--- src/sv/b64_pkg.sv ---
// ----------------------------------------------------------------------------
// b64_pkg
// Shared types, constants and character mapping for the Base64 codec.
// ----------------------------------------------------------------------------
package b64_pkg;

  localparam int unsigned MAX_RES = 4;                // results per input word
  localparam int unsigned IDX_W   = $clog2(MAX_RES);
  localparam int unsigned CNT_W   = $clog2(MAX_RES + 1);

  localparam logic       DIR_ENCODE = 1'b0;
  localparam logic       DIR_DECODE = 1'b1;
  localparam logic [7:0] PAD_CHAR   = 8'h3D;          // '='

  // One accepted input word, expanded: up to four result values.
  typedef struct packed {
    logic [MAX_RES-1:0][7:0] vals;
    logic [CNT_W-1:0]        cnt;      // 1..MAX_RES
    logic                    marker;   // data-less end marker
    logic                    msg_end;  // word closed the message
  } bundle_t;

  // 6-bit group -> alphabet character
  function automatic logic [7:0] enc_char(input logic [5:0] idx);
    logic [7:0] w;
    w = {2'b00, idx};
    if (idx < 6'd26)      return 8'h41 + w;
    else if (idx < 6'd52) return 8'h61 + w - 8'd26;
    else if (idx < 6'd62) return 8'h30 + w - 8'd52;
    else if (idx == 6'd62) return 8'h2B;
    else                  return 8'h2F;
  endfunction

  // character -> {in_alphabet, 6-bit value}
  function automatic logic [6:0] dec_char(input logic [7:0] c);
    if (c >= 8'h41 && c <= 8'h5A) return {1'b1, 6'(c - 8'h41)};
    if (c >= 8'h61 && c <= 8'h7A) return {1'b1, 6'(c - 8'h61 + 8'd26)};
    if (c >= 8'h30 && c <= 8'h39) return {1'b1, 6'(c - 8'h30 + 8'd52)};
    if (c == 8'h2B)               return {1'b1, 6'd62};
    if (c == 8'h2F)               return {1'b1, 6'd63};
    return 7'd0;
  endfunction

endpackage

--- src/sv/base64_codec.sv ---
// ----------------------------------------------------------------------------
// base64_codec
// Streaming Base64 codec (standard alphabet, '=' padding), queue ports.
// ----------------------------------------------------------------------------
// Both sides behave like a FIFO: push a word while full is low, pop a result
// while empty is low. cfg_direction selects encode (0) or decode (1); a write
// clears all message state, so write it only while no message is in flight.
// Encode emits one or two characters per byte, plus the zero-filled tail and
// '=' padding on the final byte (up to four results for one word). Decode
// emits at most one byte per character; a non-alphabet character (including
// '=') silences the rest of the message, and a final word that yields no byte
// produces a data-less end marker (has_value low). The front stage expands a
// word combinationally and takes one word every cycle while full is low; the
// back stage drains one result per cycle while results are popped, so the
// throughput is set by the result count: an encode word yields 1 to 4
// results (about 4/3 on average), a decode word at most one. QUEUE_DEPTH
// bundles buffer the stages; results reach the ports via the output register.
// ----------------------------------------------------------------------------
module base64_codec #(
  parameter int unsigned QUEUE_DEPTH = 4   // 2 or more
) (
  input  logic       clk,
  input  logic       rst_n,
  // configuration
  input  logic       cfg_valid,
  output logic       cfg_ready,
  input  logic       cfg_direction,
  // input words
  input  logic       push,
  output logic       full,
  input  logic [7:0] in_symbol,
  input  logic       in_final_req,
  // results
  output logic       empty,
  input  logic       pop,
  output logic [7:0] out_value,
  output logic       out_has_value,
  output logic       out_run_end,
  output logic       out_message_end
);
  import b64_pkg::*;

  bundle_t bnd, head;
  logic    bnd_push, q_rd, q_empty, acc;

  // the user writes config only while idle (not enforced), so no back-pressure is needed
  assign cfg_ready = 1'b1;
  assign acc       = push && !full;

  // front: state + expansion of one word into a bundle
  b64_front u_front (
    .clk     (clk),
    .rst_n   (rst_n),
    .cfg_wr  (cfg_valid && cfg_ready),
    .cfg_dir (cfg_direction),
    .acc     (acc),
    .sym     (in_symbol),
    .fin     (in_final_req),
    .bnd_push(bnd_push),
    .bnd     (bnd)
  );

  // bundle queue decouples acceptance from result draining
  b64_queue #(.DEPTH(QUEUE_DEPTH)) u_queue (
    .clk    (clk),
    .rst_n  (rst_n),
    .wr     (bnd_push),
    .wdata  (bnd),
    .rd     (q_rd),
    .rdata  (head),
    .q_full (full),
    .q_empty(q_empty)
  );

  // back: one result per cycle into the output register, while results are popped
  b64_back u_back (
    .clk            (clk),
    .rst_n          (rst_n),
    .head           (head),
    .q_empty        (q_empty),
    .q_rd           (q_rd),
    .pop            (pop),
    .empty          (empty),
    .out_value      (out_value),
    .out_has_value  (out_has_value),
    .out_run_end    (out_run_end),
    .out_message_end(out_message_end)
  );

endmodule

--- src/sv/b64_front.sv ---
// ----------------------------------------------------------------------------
// b64_front
// Holds direction and message state; turns each accepted word into a bundle
// of up to four results combinationally.
// ----------------------------------------------------------------------------
module b64_front (
  input  logic             clk,
  input  logic             rst_n,
  input  logic             cfg_wr,
  input  logic             cfg_dir,
  input  logic             acc,
  input  logic [7:0]       sym,
  input  logic             fin,
  output logic             bnd_push,
  output b64_pkg::bundle_t bnd
);
  import b64_pkg::*;

  logic        dir_r;
  logic [15:0] buf_r, buf_nxt;
  logic [3:0]  pend_r, pend_nxt;
  logic [1:0]  cmf_r, cmf_nxt;
  logic        halt_r, halt_nxt;

  always_comb begin
    logic [15:0] be, bd;
    logic [3:0]  p8, p1, p2, pd;
    logic        e0, e1, lf, emit;
    logic [5:0]  c0, c1, cl;
    logic [1:0]  pos, cmf_a, pad_want;
    logic [2:0]  nch, room, npad;
    logic [6:0]  cv;

    be       = '0;
    bd       = '0;
    p8       = '0;
    p1       = '0;
    p2       = '0;
    pd       = '0;
    e0       = 1'b0;
    e1       = 1'b0;
    lf       = 1'b0;
    emit     = 1'b0;
    c0       = '0;
    c1       = '0;
    cl       = '0;
    pos      = '0;
    cmf_a    = '0;
    pad_want = '0;
    nch      = '0;
    room     = '0;
    npad     = '0;
    cv       = '0;

    buf_nxt  = buf_r;
    pend_nxt = pend_r;
    cmf_nxt  = cmf_r;
    halt_nxt = halt_r;
    bnd      = '0;
    bnd.msg_end = fin;

    if (dir_r == DIR_ENCODE) begin
      be = {buf_r[7:0], sym};
      p8 = pend_r + 4'd8;
      e0 = (p8 >= 4'd6);
      p1 = e0 ? p8 - 4'd6 : p8;
      e1 = e0 && (p1 >= 4'd6);
      p2 = e1 ? p1 - 4'd6 : p1;
      c0 = 6'(be >> p1);
      c1 = 6'(be >> p2);
      lf = fin && (p2 != 4'd0) && (p2 < 4'd6);
      cl = 6'(be << (4'd6 - p2));
      nch = 3'(e0) + 3'(e1) + 3'(lf);
      cmf_a = cmf_r + 2'(nch);
      pad_want = 2'd0 - cmf_a;
      room = 3'(MAX_RES) - nch;
      npad = fin ? ((3'(pad_want) < room) ? 3'(pad_want) : room) : 3'd0;
      for (int k = 0; k < MAX_RES; k++) bnd.vals[k] = PAD_CHAR;
      pos = 2'd0;
      if (e0) begin
        bnd.vals[pos] = enc_char(c0);
        pos = pos + 2'd1;
      end
      if (e1) begin
        bnd.vals[pos] = enc_char(c1);
        pos = pos + 2'd1;
      end
      if (lf) begin
        bnd.vals[pos] = enc_char(cl);
      end
      bnd.cnt  = CNT_W'(nch + npad);
      buf_nxt  = be;
      pend_nxt = p2;
      cmf_nxt  = cmf_a + 2'(npad);
    end else begin
      cv   = dec_char(sym);
      emit = 1'b0;
      bd   = buf_r;
      pd   = pend_r;
      if (!halt_r) begin
        if (!cv[6]) begin
          halt_nxt = 1'b1;
        end else begin
          bd = {buf_r[9:0], cv[5:0]};
          pd = pend_r + 4'd6;
          if (pd >= 4'd8) begin
            pd   = pd - 4'd8;
            emit = 1'b1;
          end
          buf_nxt  = bd;
          pend_nxt = pd;
        end
      end
      bnd.vals[0] = emit ? 8'(bd >> pd) : 8'h00;
      bnd.marker  = fin && !emit;
      bnd.cnt     = (emit || fin) ? CNT_W'(1) : '0;
    end

    if (fin) begin
      buf_nxt  = '0;
      pend_nxt = '0;
      cmf_nxt  = '0;
      halt_nxt = 1'b0;
    end
  end

  assign bnd_push = acc && (bnd.cnt != '0);

  always_ff @(posedge clk) begin
    if (!rst_n) begin
      dir_r  <= DIR_ENCODE;
      buf_r  <= '0;
      pend_r <= '0;
      cmf_r  <= '0;
      halt_r <= 1'b0;
    end else if (cfg_wr) begin
      dir_r  <= cfg_dir;
      buf_r  <= '0;
      pend_r <= '0;
      cmf_r  <= '0;
      halt_r <= 1'b0;
    end else if (acc) begin
      buf_r  <= buf_nxt;
      pend_r <= pend_nxt;
      cmf_r  <= cmf_nxt;
      halt_r <= halt_nxt;
    end
  end

endmodule

--- src/sv/b64_queue.sv ---
// ----------------------------------------------------------------------------
// b64_queue
// Small bundle FIFO between front and back.
// ----------------------------------------------------------------------------
module b64_queue #(
  parameter int unsigned DEPTH = 4
) (
  input  logic             clk,
  input  logic             rst_n,
  input  logic             wr,
  input  b64_pkg::bundle_t wdata,
  input  logic             rd,
  output b64_pkg::bundle_t rdata,
  output logic             q_full,
  output logic             q_empty
);
  import b64_pkg::*;

  localparam int unsigned PW = (DEPTH > 1) ? $clog2(DEPTH) : 1;
  localparam int unsigned CW = $clog2(DEPTH + 1);

  bundle_t       mem [DEPTH];
  logic [PW-1:0] wp_r, rp_r;
  logic [CW-1:0] cnt_r;

  assign q_full  = (cnt_r == CW'(DEPTH));
  assign q_empty = (cnt_r == '0);
  assign rdata   = mem[rp_r];

  always_ff @(posedge clk) begin
    if (wr) mem[wp_r] <= wdata;
  end

  always_ff @(posedge clk) begin
    if (!rst_n) begin
      wp_r  <= '0;
      rp_r  <= '0;
      cnt_r <= '0;
    end else begin
      if (wr) wp_r <= (wp_r == PW'(DEPTH - 1)) ? '0 : wp_r + PW'(1);
      if (rd) rp_r <= (rp_r == PW'(DEPTH - 1)) ? '0 : rp_r + PW'(1);
      if (wr && !rd)      cnt_r <= cnt_r + CW'(1);
      else if (rd && !wr) cnt_r <= cnt_r - CW'(1);
    end
  end

endmodule

--- src/sv/b64_back.sv ---
// ----------------------------------------------------------------------------
// b64_back
// Serializes the head bundle into single results through an output register,
// one per cycle while the output is popped.
// ----------------------------------------------------------------------------
module b64_back (
  input  logic             clk,
  input  logic             rst_n,
  input  b64_pkg::bundle_t head,
  input  logic             q_empty,
  output logic             q_rd,
  input  logic             pop,
  output logic             empty,
  output logic [7:0]       out_value,
  output logic             out_has_value,
  output logic             out_run_end,
  output logic             out_message_end
);
  import b64_pkg::*;

  logic [IDX_W-1:0] idx_r;
  logic             vld_r;
  logic             ld, last;

  assign ld    = !q_empty && (!vld_r || pop);
  assign last  = (CNT_W'(idx_r) + CNT_W'(1) == head.cnt);
  assign q_rd  = ld && last;
  assign empty = !vld_r;

  always_ff @(posedge clk) begin
    if (!rst_n) begin
      vld_r <= 1'b0;
      idx_r <= '0;
    end else begin
      if (ld)       vld_r <= 1'b1;
      else if (pop) vld_r <= 1'b0;
      if (ld) idx_r <= last ? '0 : idx_r + IDX_W'(1);
    end
  end

  always_ff @(posedge clk) begin
    if (ld) begin
      out_value       <= head.vals[idx_r];
      out_has_value   <= !head.marker;
      out_run_end     <= last;
      out_message_end <= last && head.msg_end;
    end
  end

endmodule

--- config.mk ---
export PLATFORM = sky130hd
export DESIGN_NAME = base64_codec
export DESIGN_NICKNAME = d
export VERILOG_FILES = /design/src/sv/b64_pkg.sv /design/src/sv/base64_codec.sv /design/src/sv/b64_front.sv /design/src/sv/b64_queue.sv /design/src/sv/b64_back.sv
export SDC_FILE = /design/constraint.sdc
export NUM_CORES = 1
export LEC_CHECK = 0
export BUFFER_PORTS_ARGS = -buffer_cell sky130_fd_sc_hd__buf_2
export CAP_MARGIN = 20
export CORE_AREA = 2 2 189 191
export CTS_CLUSTER_SIZE = 25
export DETAILED_ROUTE_END_ITERATION = 7
export DIE_AREA = 0 0 191 193
export GPL_ROUTABILITY_DRIVEN = 0
export PLACE_DENSITY_LB_ADDON = 0.12
export SYNTH_ARGS = -nofsm -noshare
export SYNTH_HDL_FRONTEND = slang
export SYNTH_SLANG_ARGS = --single-unit
--- constraint.sdc ---
create_clock -name clk -period 23.7 [get_ports clk]
set_input_delay 3.555 -clock clk [delete_from_list [all_inputs] [get_ports clk]]
set_output_delay 3.555 -clock clk [all_outputs]
set_load 0.01 [all_outputs]
; Word level (Yosys, flattened, before mapping)
; Memories as Yosys holds them, arrays and structs flattened. A register that Yosys moved wholly into a read port is not among the register bits.
; Index checks and enable logic that the tools add are counted.
[word_totals]
register_bits = 45
latchBits = 0
ram_bits = 148
rom_bits = 0
in_bits = 15
output_inout_bits = 14
elab_cells = 235
memories = 1
[mem_list]
columns = name, words, width, read_ports, rd_clocked_by_memory_dff, write_ports, line_no
row1 = u_queue.mem, 4, 37, 1, 1, 1, b64_queue.sv:22  ; bundle_t mem [DEPTH];
[op_classes]
add_sub_neg = 40
mul = 0
n_div = 0
order_cmp = 25
n_eq_ne = 10
n_shift = 4
muxes = 106
bitwise = 1
reduce_logical = 34
[ops]
columns = op, n
row1 = 2-to-1 mux 8 bit, 19
row2 = 2-to-1 mux 32 bit, 3
row3 = 2-to-1 mux 7 bit, 12
row4 = 2-to-1 mux 16 bit, 5
row5 = bitwise mux 32 bit, 2
row6 = adder 7 x 6 -> 8 bit (first input constant), 6
row7 = less-than comparator 6 bit (second input constant), 6
row8 = 2-to-1 mux 1 bit, 35
row9 = demux 8 bit (select 2 bit), 2
row10 = 2-to-1 mux 4 bit, 8
row11 = >> shifter 16 x 4 -> 6 bit, 2
row12 = 2-to-1 mux 24 bit, 1
row13 = subtractor 8 x 5 -> 8 bit (second input constant), 3
row14 = subtractor 8 x 6 -> 8 bit (second input constant), 3
row15 = adder 6 x 6 -> 7 bit (first input constant), 3
row16 = 2-to-1 mux 3 bit, 7
row17 = 2-to-1 mux 2 bit, 10
row18 = == test 6 bit (second input constant), 3
row19 = less-than comparator 6 x 5 -> 1 bit (second input constant), 3
row20 = binary-select mux 8 bit (select 2 bit), 1
row21 = == test 8 x 6 -> 1 bit (second input constant), 2
row22 = greater-or-equal comparator 8 x 7 -> 1 bit (second input constant), 2
row23 = less-or-equal comparator 8 x 7 -> 1 bit (second input constant), 2
row24 = logical AND 1 bit, 16
row25 = other kinds (43), 64

; Longest topological paths before layout
; Gate-level depths: netlist of run 1.
[depth]
word_depth = 36
depth_mapped = 42
depth_no_buf = 38

; Hierarchy
; From an unflattened synthesis of run 1, not the netlist that was laid out.
[unflattened]
cells_unflattened = 1023
hier_area_um2 = 11798.8
[by_module_without_submodules]
columns = mod, instances, cells_each, area_per_inst_um2, seq_area_each_um2
row1 = b64_queue, 1, 237, 5853.1, 4624.4
row2 = b64_front, 1, 740, 5178.7, 440.4
row3 = b64_back, 1, 43, 742.0, 390.4
row4 = base64_codec, 1, 3, 25.0, 0.0

; Worst setup path after synthesis of run 1
; Ideal clock, no wire load.
[synth_timing]
path_type = in2reg
startpoint = input in_final_req
endpoint = memory u_queue.mem[0][0] (netlist bit), enable pin
setup_ns = 0.398
arrival_time_ns = 7.986
required_time_ns = 23.302
path_slack_ns = 15.316
stages = 21
n_path_buf = 2
cell_sequence = clkbuf_1 -> nand3_1 -> inv_1 -> ha_1 -> ha_1 -> xnor2_1 -> xnor2_1 -> ha_1 -> nor2b_1 -> o21ai_0 -> nor2_1 -> a21oi_1 -> nor2b_1 -> ha_1 -> fa_1 -> xor2_1 -> nor2_1 -> nor2_1 -> o21a_1 -> clkbuf_1 -> and2_1
[synth_via]
elab_chain_cells = 14
word_cells_on_any_way = 17
classes_between = 5 x add/sub / 1 x order compare / 6 x mux / 5 x reduce/logical
[synth_rtl]
columns = element, line_no
row1 = from (decl), base64_codec.sv:32  ; input logic in_final_req,
row2 = logical AND 1 bit (2 in series), b64_front.sv:71  ; lf = fin && (p2 != 4'd0) && (p2 < 4'd6);
row3 = adder 3 x 1 -> 3 bit, b64_front.sv:73  ; nch = 3'(e0) + 3'(e1) + 3'(lf);
row4 = adder 2 bit, b64_front.sv:74  ; cmf_a = cmf_r + 2'(nch);
row5 = subtractor 1 x 2 -> 2 bit, b64_front.sv:75  ; pad_want = 2'd0 - cmf_a;
row6 = less-than comparator 2 x 3 -> 1 bit, b64_front.sv:77  ; npad = fin ? ((3'(pad_want) < room) ? 3'(pad_want) : room) : 3'd0;
row7 = 2-to-1 mux 3 bit (2 in series), b64_front.sv:77
row8 = adder 3 bit, b64_front.sv:91  ; bnd.cnt = CNT_W'(nch + npad);
row9 = 2-to-1 mux 11 bit (*), b64_front.sv:62  ; if (dir_r == DIR_ENCODE) begin
row10 = nonzero test 3 bit (*), b64_front.sv:127  ; assign bnd_push = acc && (bnd.cnt != '0);
row11 = logical AND 1 bit (*), b64_front.sv:127
row12 = via bnd_push, base64_codec.sv:44  ; logic bnd_push, q_rd, q_empty, acc;
row13 = 2-to-1 mux 1 bit (*), b64_queue.sv:31  ; if (wr) mem[wp_r] <= wdata;
row14 = 2-to-1 mux 1 bit (not written as such) (*), b64_queue.sv:31
row15 = to (decl), b64_queue.sv:22
; Mark *: on every way through the listed nets, which the timed path passes. The rest lies on a longest branch.

; Worst setup path in the final report of run 1
[layout_timing]
startpoint = register u_front.pend_r[1]
endpoint = register u_queue.cnt_r[2]
[layout_via]
elab_chain_cells = 22
word_cells_on_any_way = 37
classes_between = 10 x add/sub / 5 x order compare / 11 x mux / 11 x reduce/logical
[layout_rtl]
columns = element, line_no
row1 = from (decl), b64_front.sv:21  ; logic [3:0] pend_r, pend_nxt;
row2 = from (signal assigned), b64_front.sv:144  ; pend_r <= pend_nxt;
row3 = "parallel branches: the longest is 16 deep, another holds adder 4 bit", --
row4 = 2-to-1 mux 11 bit (*), b64_front.sv:62
row5 = nonzero test 3 bit (*), b64_front.sv:127
row6 = logical AND 1 bit (*), b64_front.sv:127
row7 = logical NOT 1 bit, b64_queue.sv:43  ; else if (rd && !wr) cnt_r <= cnt_r - CW'(1);
row8 = logical AND 1 bit, b64_queue.sv:43
row9 = nonzero test 2 bit (no source line), --
row10 = to (signal assigned), b64_queue.sv:42  ; if (wr && !rd) cnt_r <= cnt_r + CW'(1);
row11 = to (signal assigned), b64_queue.sv:43
row12 = to (decl), b64_queue.sv:24  ; logic [CW-1:0] cnt_r;
; Every way passes the cells marked *. The select of a mux whose other input is x is not followed.
; A chain may end at the register's enable or synchronous reset.

==> impl_metrics.toml, run 1 <==
[run_status]
outcome = "finished clean"

[synthesis]
yosysWarnings = 0
ys_seq_elements = 194
synthFlopType = "edfxtp_1"
synth-edff-count = 159
synth_cells = 1023
async_reset_ff_share_pct = 0
synthDistinctLibCells = 93
synth.yosys.seq_area_share_pct = 46.9
synth_area_per_cell_sq_um = 11.4
syn_area_sq_mm = 0.0117

[worst_setup_path]
setup.worst_path.start = "u_front.pend_r[1]"
path_class = "flip-flop to flip-flop"
slowest_delay_ps = 550
reg2reg_from = "u_front.pend_r[1]"
path_max_fanout = 32
crit_path_top_delay_cell = "o21ai_2"
crit_top_cell = "ha_1"
cp-start-kind = "flip-flop"
critical_path.top_delay_family = "adder cells"
worstPathArrival_ps = 9190
endpoint_kind = "flip-flop"
cp_num_buf_inv = 4
required_ps = 24060

[pwr]
swShare_pct = 34.6
power.leakage_nw = 4.40
combPwrFrac_pct = 37.7
ir_drop_mv = 0.0639
internal-power_mw = 0.813
power_frac_clock_pct = 22.2
cellPowerDensity_mw_per_mm2 = 97.4
seqPwrFrac_pct = 40.1
switchingPower_mw = 0.431

[timing]
hold_viol_final = 0
holdWs_ps = 491
fin_crit_ps = 8840
slew_viol_final = 0
min_period_over_period_pct = 37.3
finClkSkew_ps = 16.6
rsz0062_at_grt = "no"
max_clock_freq_mhz = 113
finalSetupViolCount = 0
worst_slew_pin_slew_ps = 1130
slew_headroom_pct = 24.4
fin_tns_setup_ps = 0

[die]
num_rows = 69
initial_core_util_pct = 33.4
die_w_um = 191
die_area_sq_mm = 0.0369
core_area_sq_mm = 0.0350
die_h_um = 193
io-pin-count = 29

[clock_network]
clk_pin_slew_ps = 70
post_cts_buffers = 0
cts.sinks = 194
cts_hold_buf = 0
numCtsBuffers = 17
clk_latency_ps = 440
cts_buffer_depth = 2
cts_root_buffer = "clkbuf_16"
cts_tree = "done"
cts_max_level = 4
ctsResizeCount = 0

[place]
placed_area_sq_mm = 0.0122
hpwlAfterDp_mm = 21.0
io_buffers = 27

[routing]
drt-total-wl_mm = 30.4
route.detailed.drc = 0
first_pass_iters = 5
final_antenna_net_count = 0
vias = 8095
routedWlPerCell_um = 20.3
drt_iter0_markers = 584
via_per_inst = 5.40

[grt]
grt_use_total_pct = 17.0
grt_max_degree = 38
gr-total-overflow = 0
antenna_found_initial = 0
first_global_vias = 8043
grt_pass1_wl_mm = 47.7

[finish]
diodes = 0
multiInputGateArea_sq_mm = 0.00575
drive_gt1_share_pct = 16.0
nNetsFinal = 1096
nFillCells = 3423
final_area_sq_mm = 0.0128
syn_to_final_growth_pct = 9.34
regArea_sq_mm = 0.00548

[worst_hold_path]
hold_start = "u_back.vld_r"
hold_class = "flip-flop to flip-flop"

[flow_run]
maxCapViolations = 0
layer usage:
metal / GRT usage (%) / vias to the layer above / wire (um)
met1: 23.6 / 4059 / 14700
met5: 0 / - / 0
met2: 28.4 / 124 / 14600
li1: - / 3887 / -
met3: 2.28 / 25 / 787
met4: 4.08 / 0 / 384
cell usage after synthesis, types with 22 or more instances:
master    count  share of area, %
edfxtp_1    159                41
nor2_1       79               2.5
nand2_1      71               2.3
a21oi_1      65               2.8
ha_1         54               5.8
o21ai_0      50               2.1
mux4_2       46               8.9
inv_1        45               1.4
clkbuf_1     37               1.2
dfxtp_1      35               6.0
mux2i_1      35               3.0
xnor2_1      23               1.7
nand3_1      22              0.94
final cells by class:
type	count	share of cell area [%]
sequential	194	42.9
tap	461	4.52
inverter	51	1.54
clock inverter	12	0.990
timing repair buffer	37	1.65
multi-input combinational	724	45.0
clock buffer	19	3.39
logic make-up after synthesis:
logic type,after synthesis,synth area share (%)
AOI/OAI and AO/OA,256,15.4
xor gates and xnor gates,30,2.25
adders and majority gates,56,6.13
buffers and inverters,116,4.37
DFF,194,46.9
muxes,92,13.0
other,2,0.0643
and+or+nand+nor,277,11.9
registers in the layout (all words and copies together), names as in the netlist, named ones only:
register                cells
u_back.out_message_end      1
u_back.out_run_end          1
u_queue.mem               148
u_queue.wp_r                2
u_back.vld_r                1
u_queue.cnt_r               3
u_back.out_value            8
u_front.cmf_r               2
u_front.buf_r              16
u_front.halt_r              1
u_back.out_has_value        1
u_queue.rp_r                2
u_front.dir_r               1
u_front.pend_r              3
u_back.idx_r                2
cells in the final DEF (no fill, tap or decap), types with 5 or more instances in the layout:
| master | instances |
|---|---|
| mux2_2 | 9 |
| a21o_1 | 6 |
| nor3_1 | 19 |
| and3_1 | 5 |
| nand3_1 | 22 |
| a221oi_1 | 21 |
| nor2b_1 | 21 |
| and2_1 | 9 |
| mux4_2 | 46 |
| a22oi_1 | 6 |
| dfxtp_1 | 32 |
| o211ai_1 | 7 |
| xor2_1 | 7 |
| nor2_1 | 79 |
| ha_1 | 54 |
| a211oi_1 | 9 |
| buf_2 | 27 |
| xnor2_1 | 23 |
| o21ai_1 | 6 |
| inv_1 | 45 |
| clkbuf_16 | 17 |
| nand2_1 | 71 |
| a21oi_1 | 65 |
| o21ai_0 | 50 |
| o21ai_2 | 6 |
| edfxtp_1 | 159 |
| conb_1 | 13 |
| nand2b_1 | 12 |
| mux2i_1 | 35 |
| buf_4 | 10 |
power groups by stage:
stage | combinational (mW) | clock [mW] | sequential [mW]
after global routing | 0.524 | 0.299 | 0.508
after CTS | 0.479 | 0.285 | 0.501
after global placement | 0.476 | 0 | 0.507
final | 0.469 | 0.276 | 0.499
after floorplan | 0.358 | 0 | 0.498
after detailed placement | 0.477 | 0 | 0.508
tightest hold or removal path: stages (launching register included):
cell and delay (ps):
dfxtp_1 330, nand2_1 60, a21boi_0 60
final timing paths:
path,depth (start not counted),slack [ps],endpoint
setup / recovery,36,14860,u_queue.cnt_r[2]
hold / removal,2,490,u_back.vld_r
setup reg to reg,36,14860,u_queue.cnt_r[2]
hold reg to reg,2,490,u_back.vld_r
through the flow:
| stage | power, mW | worst slack [ps] | cells | util [%] |
|---|---|---|---|---|
| global placement | 0.984 | 15080 | 1467 | 34.9 |
| floorplan | 0.856 | 15320 | 1034 | - |
| finish | 1.24 | 14860 | 1498 | 36.5 |
| CTS | 1.26 | 14900 | 1498 | 36.5 |
| global route | 1.33 | 14220 | 1498 | 36.5 |
| detailed placement | 0.985 | 14960 | 1467 | 34.9 |
No activity file was read; power rests on OpenSTA's default activity.
==> run 2, diff against run 1 <==
- clock period: 23.7 -> 8.3 ns (I/O delays scaled with it)
==> impl_metrics.toml, run 2 (synthesized netlist as in run 1, its figures left out) <==
[place]
hpwlAfterDp_mm = 21.7
dp.cells = 1479
io_buffers = 27

[worst_hold_path]
hold_class = "flip-flop to flip-flop"
hold_start = "u_back.vld_r"
hold_depth = 2
min_to = "u_back.vld_r"

[worst_setup_path]
r2r_end = "u_queue.cnt_r[2]"
required_ps = 8660
slowest_delay_ps = 460
worstPathArrival_ps = 7980
reg2regPathDepth = 37
crit_top_cell = "ha_1"
crit_path_top_delay_cell = "dfxtp_1"
cp-start-kind = "flip-flop"
reg2reg_slack_ps = 680
reg2reg_from = "u_front.pend_r[1]"
setup.worst_path.start = "u_front.pend_r[1]"
path_class = "flip-flop to flip-flop"
path_max_fanout = 12
endpoint_kind = "flip-flop"

[finish]
diodes = 0
layout_common_cells = "159 x edfxtp_1, 79 x nor2_1, 71 x nand2_1, 65 x a21oi_1, 54 x ha_1"
syn_to_final_growth_pct = 11.0
drive_gt1_share_pct = 17.5
layout_commonest_cell = "edfxtp_1"
nNetsFinal = 1111
fin_cells = 1514
top_register = "u_queue.mem"
nFillCells = 3432
largest_reg_flops = 148
largestRegisters = "u_queue.mem (148), u_front.buf_r (16), u_back.out_value (8)"

[timing]
finClkSkew_ps = 17.5
hold_viol_final = 0
min_period_over_period_pct = 91.8
max_clock_freq_mhz = 131
finalSetupViolCount = 0
rsz0062_at_grt = "no"
slew_viol_final = 0
fin_tns_setup_ps = 0
slew_headroom_pct = 29.4
worst_slew_pin_slew_ps = 1060
fin_crit_ps = 7620

[pwr]
cellPowerDensity_mw_per_mm2 = 281
switchingPower_mw = 1.28
seqPwrFrac_pct = 39.0
combPwrFrac_pct = 38.3
power_frac_clock_pct = 22.7
ir_drop_mv = 0.130
power.leakage_nw = 4.50
internal-power_mw = 2.36
swShare_pct = 35.2

[grt]
grt_max_degree = 41
antenna_found_initial = 0
first_global_vias = 7981
grt_pass1_wl_mm = 48.5
grt_use_total_pct = 17.4
gr-total-overflow = 0

[clock_network]
cts_max_level = 4
cts_root_buffer = "clkbuf_16"
numCtsBuffers = 17
cts_tree = "done"
cts.sinks = 194
clk_latency_ps = 440
cts_buffer_depth = 2
clk_pin_slew_ps = 70

[flow_run]
maxCapViolations = 0

[routing]
first_pass_iters = 5
vias = 8282
drt-total-wl_mm = 31.2
routedWlPerCell_um = 20.6
via_per_inst = 5.47
met3_length_mm = 1.02
dr.max_layer_used = "met4"
wl_met1_mm = 15.0
final_antenna_net_count = 0
route.detailed.drc = 0
drt_iter0_markers = 532
dr_wl_met2_mm = 14.8

[run_status]
outcome = "finished clean"

[die]
initial_core_util_pct = 33.4
die_area_sq_mm = 0.0369
die_w_um = 191
io-pin-count = 29
core_area_sq_mm = 0.0350
die_h_um = 193
num_rows = 69
## run 2: cell count changes in the layout (fill, tap and decap cells not counted), sizes merged
cell and delta:
buf +15, clkinv +3, clkbuf -1, clkinvlp -1
## run 2: power groups by stage
stage,Clock [mW],Sequential [mW],Combinational (mW)
finish,0.825,1.42,1.39
global route,0.883,1.44,1.55
CTS,0.846,1.42,1.41
detailed placement,0,1.44,1.41
global placement,0,1.44,1.40
floorplan,0,1.42,1.02
## run 2: layout make-up
class                      instances  area [sq um]  share of cell area, %
clock buffer                      18           429                   3.31
clock inverter                    14           173                   1.33
inverter                          51           196                   1.52
multi-input combinational        724          5760                   44.4
sequential                       194          5480                   42.3
tap                              461           577                   4.45
timing repair buffer              52           348                   2.68
## run 2: how the worst max path moves through the flow
stage	end	slack, ps	cells past startpoint
6_report	u_queue.cnt_r[2]	680	37
3_3_place_gp	u_queue.cnt_r[2]	580	35
5_1_grt	u_queue.cnt_r[2]	60	37
4_1_cts	u_queue.cnt_r[2]	370	35
3_5_place_dp	u_queue.cnt_r[2]	440	35
2_1_floorplan	u_queue.mem[3][0]	790	35
## run 2: through the flow
step	power (mW)	instance area, sq um	util, %	hold WS, ps	worst slack [ps]
3_3_place_gp	2.84	12300	35.3	474	582
2_1_floorplan	2.45	11700	-	455	785
5_1_grt	3.87	13000	37.1	537	60.6
4_1_cts	3.68	12900	37.0	484	367
6_report	3.64	13000	37.1	479	683
3_5_place_dp	2.85	12300	35.3	474	437
## run 2: what timing repair did
action	4_1_cts	5_1_grt
endpoints found under the hold margin	0	0
setup endpoints to repair	0	48
hold buffers	0	0
buffers inserted	0	3
gates resized for setup	0	3
## run 2: worst max-delay path, delay by kind of cell, from the launching register on
| family | cells | cell delay (ps) |
|---|---|---|
| compound gates | 8 | 1490 |
| xor+xnor | 4 | 730 |
| fa+ha+maj | 11 | 2960 |
| buf+inv | 4 | 430 |
| flops | 1 | 460 |
| simple gates | 10 | 1480 |
## run 2: metal layers
layer	track usage (%)	vias to the layer above
met2	28.6	176
met5	0	-
met3	2.12	26
li1	-	3913
met4	4.50	0
met1	24.5	4167
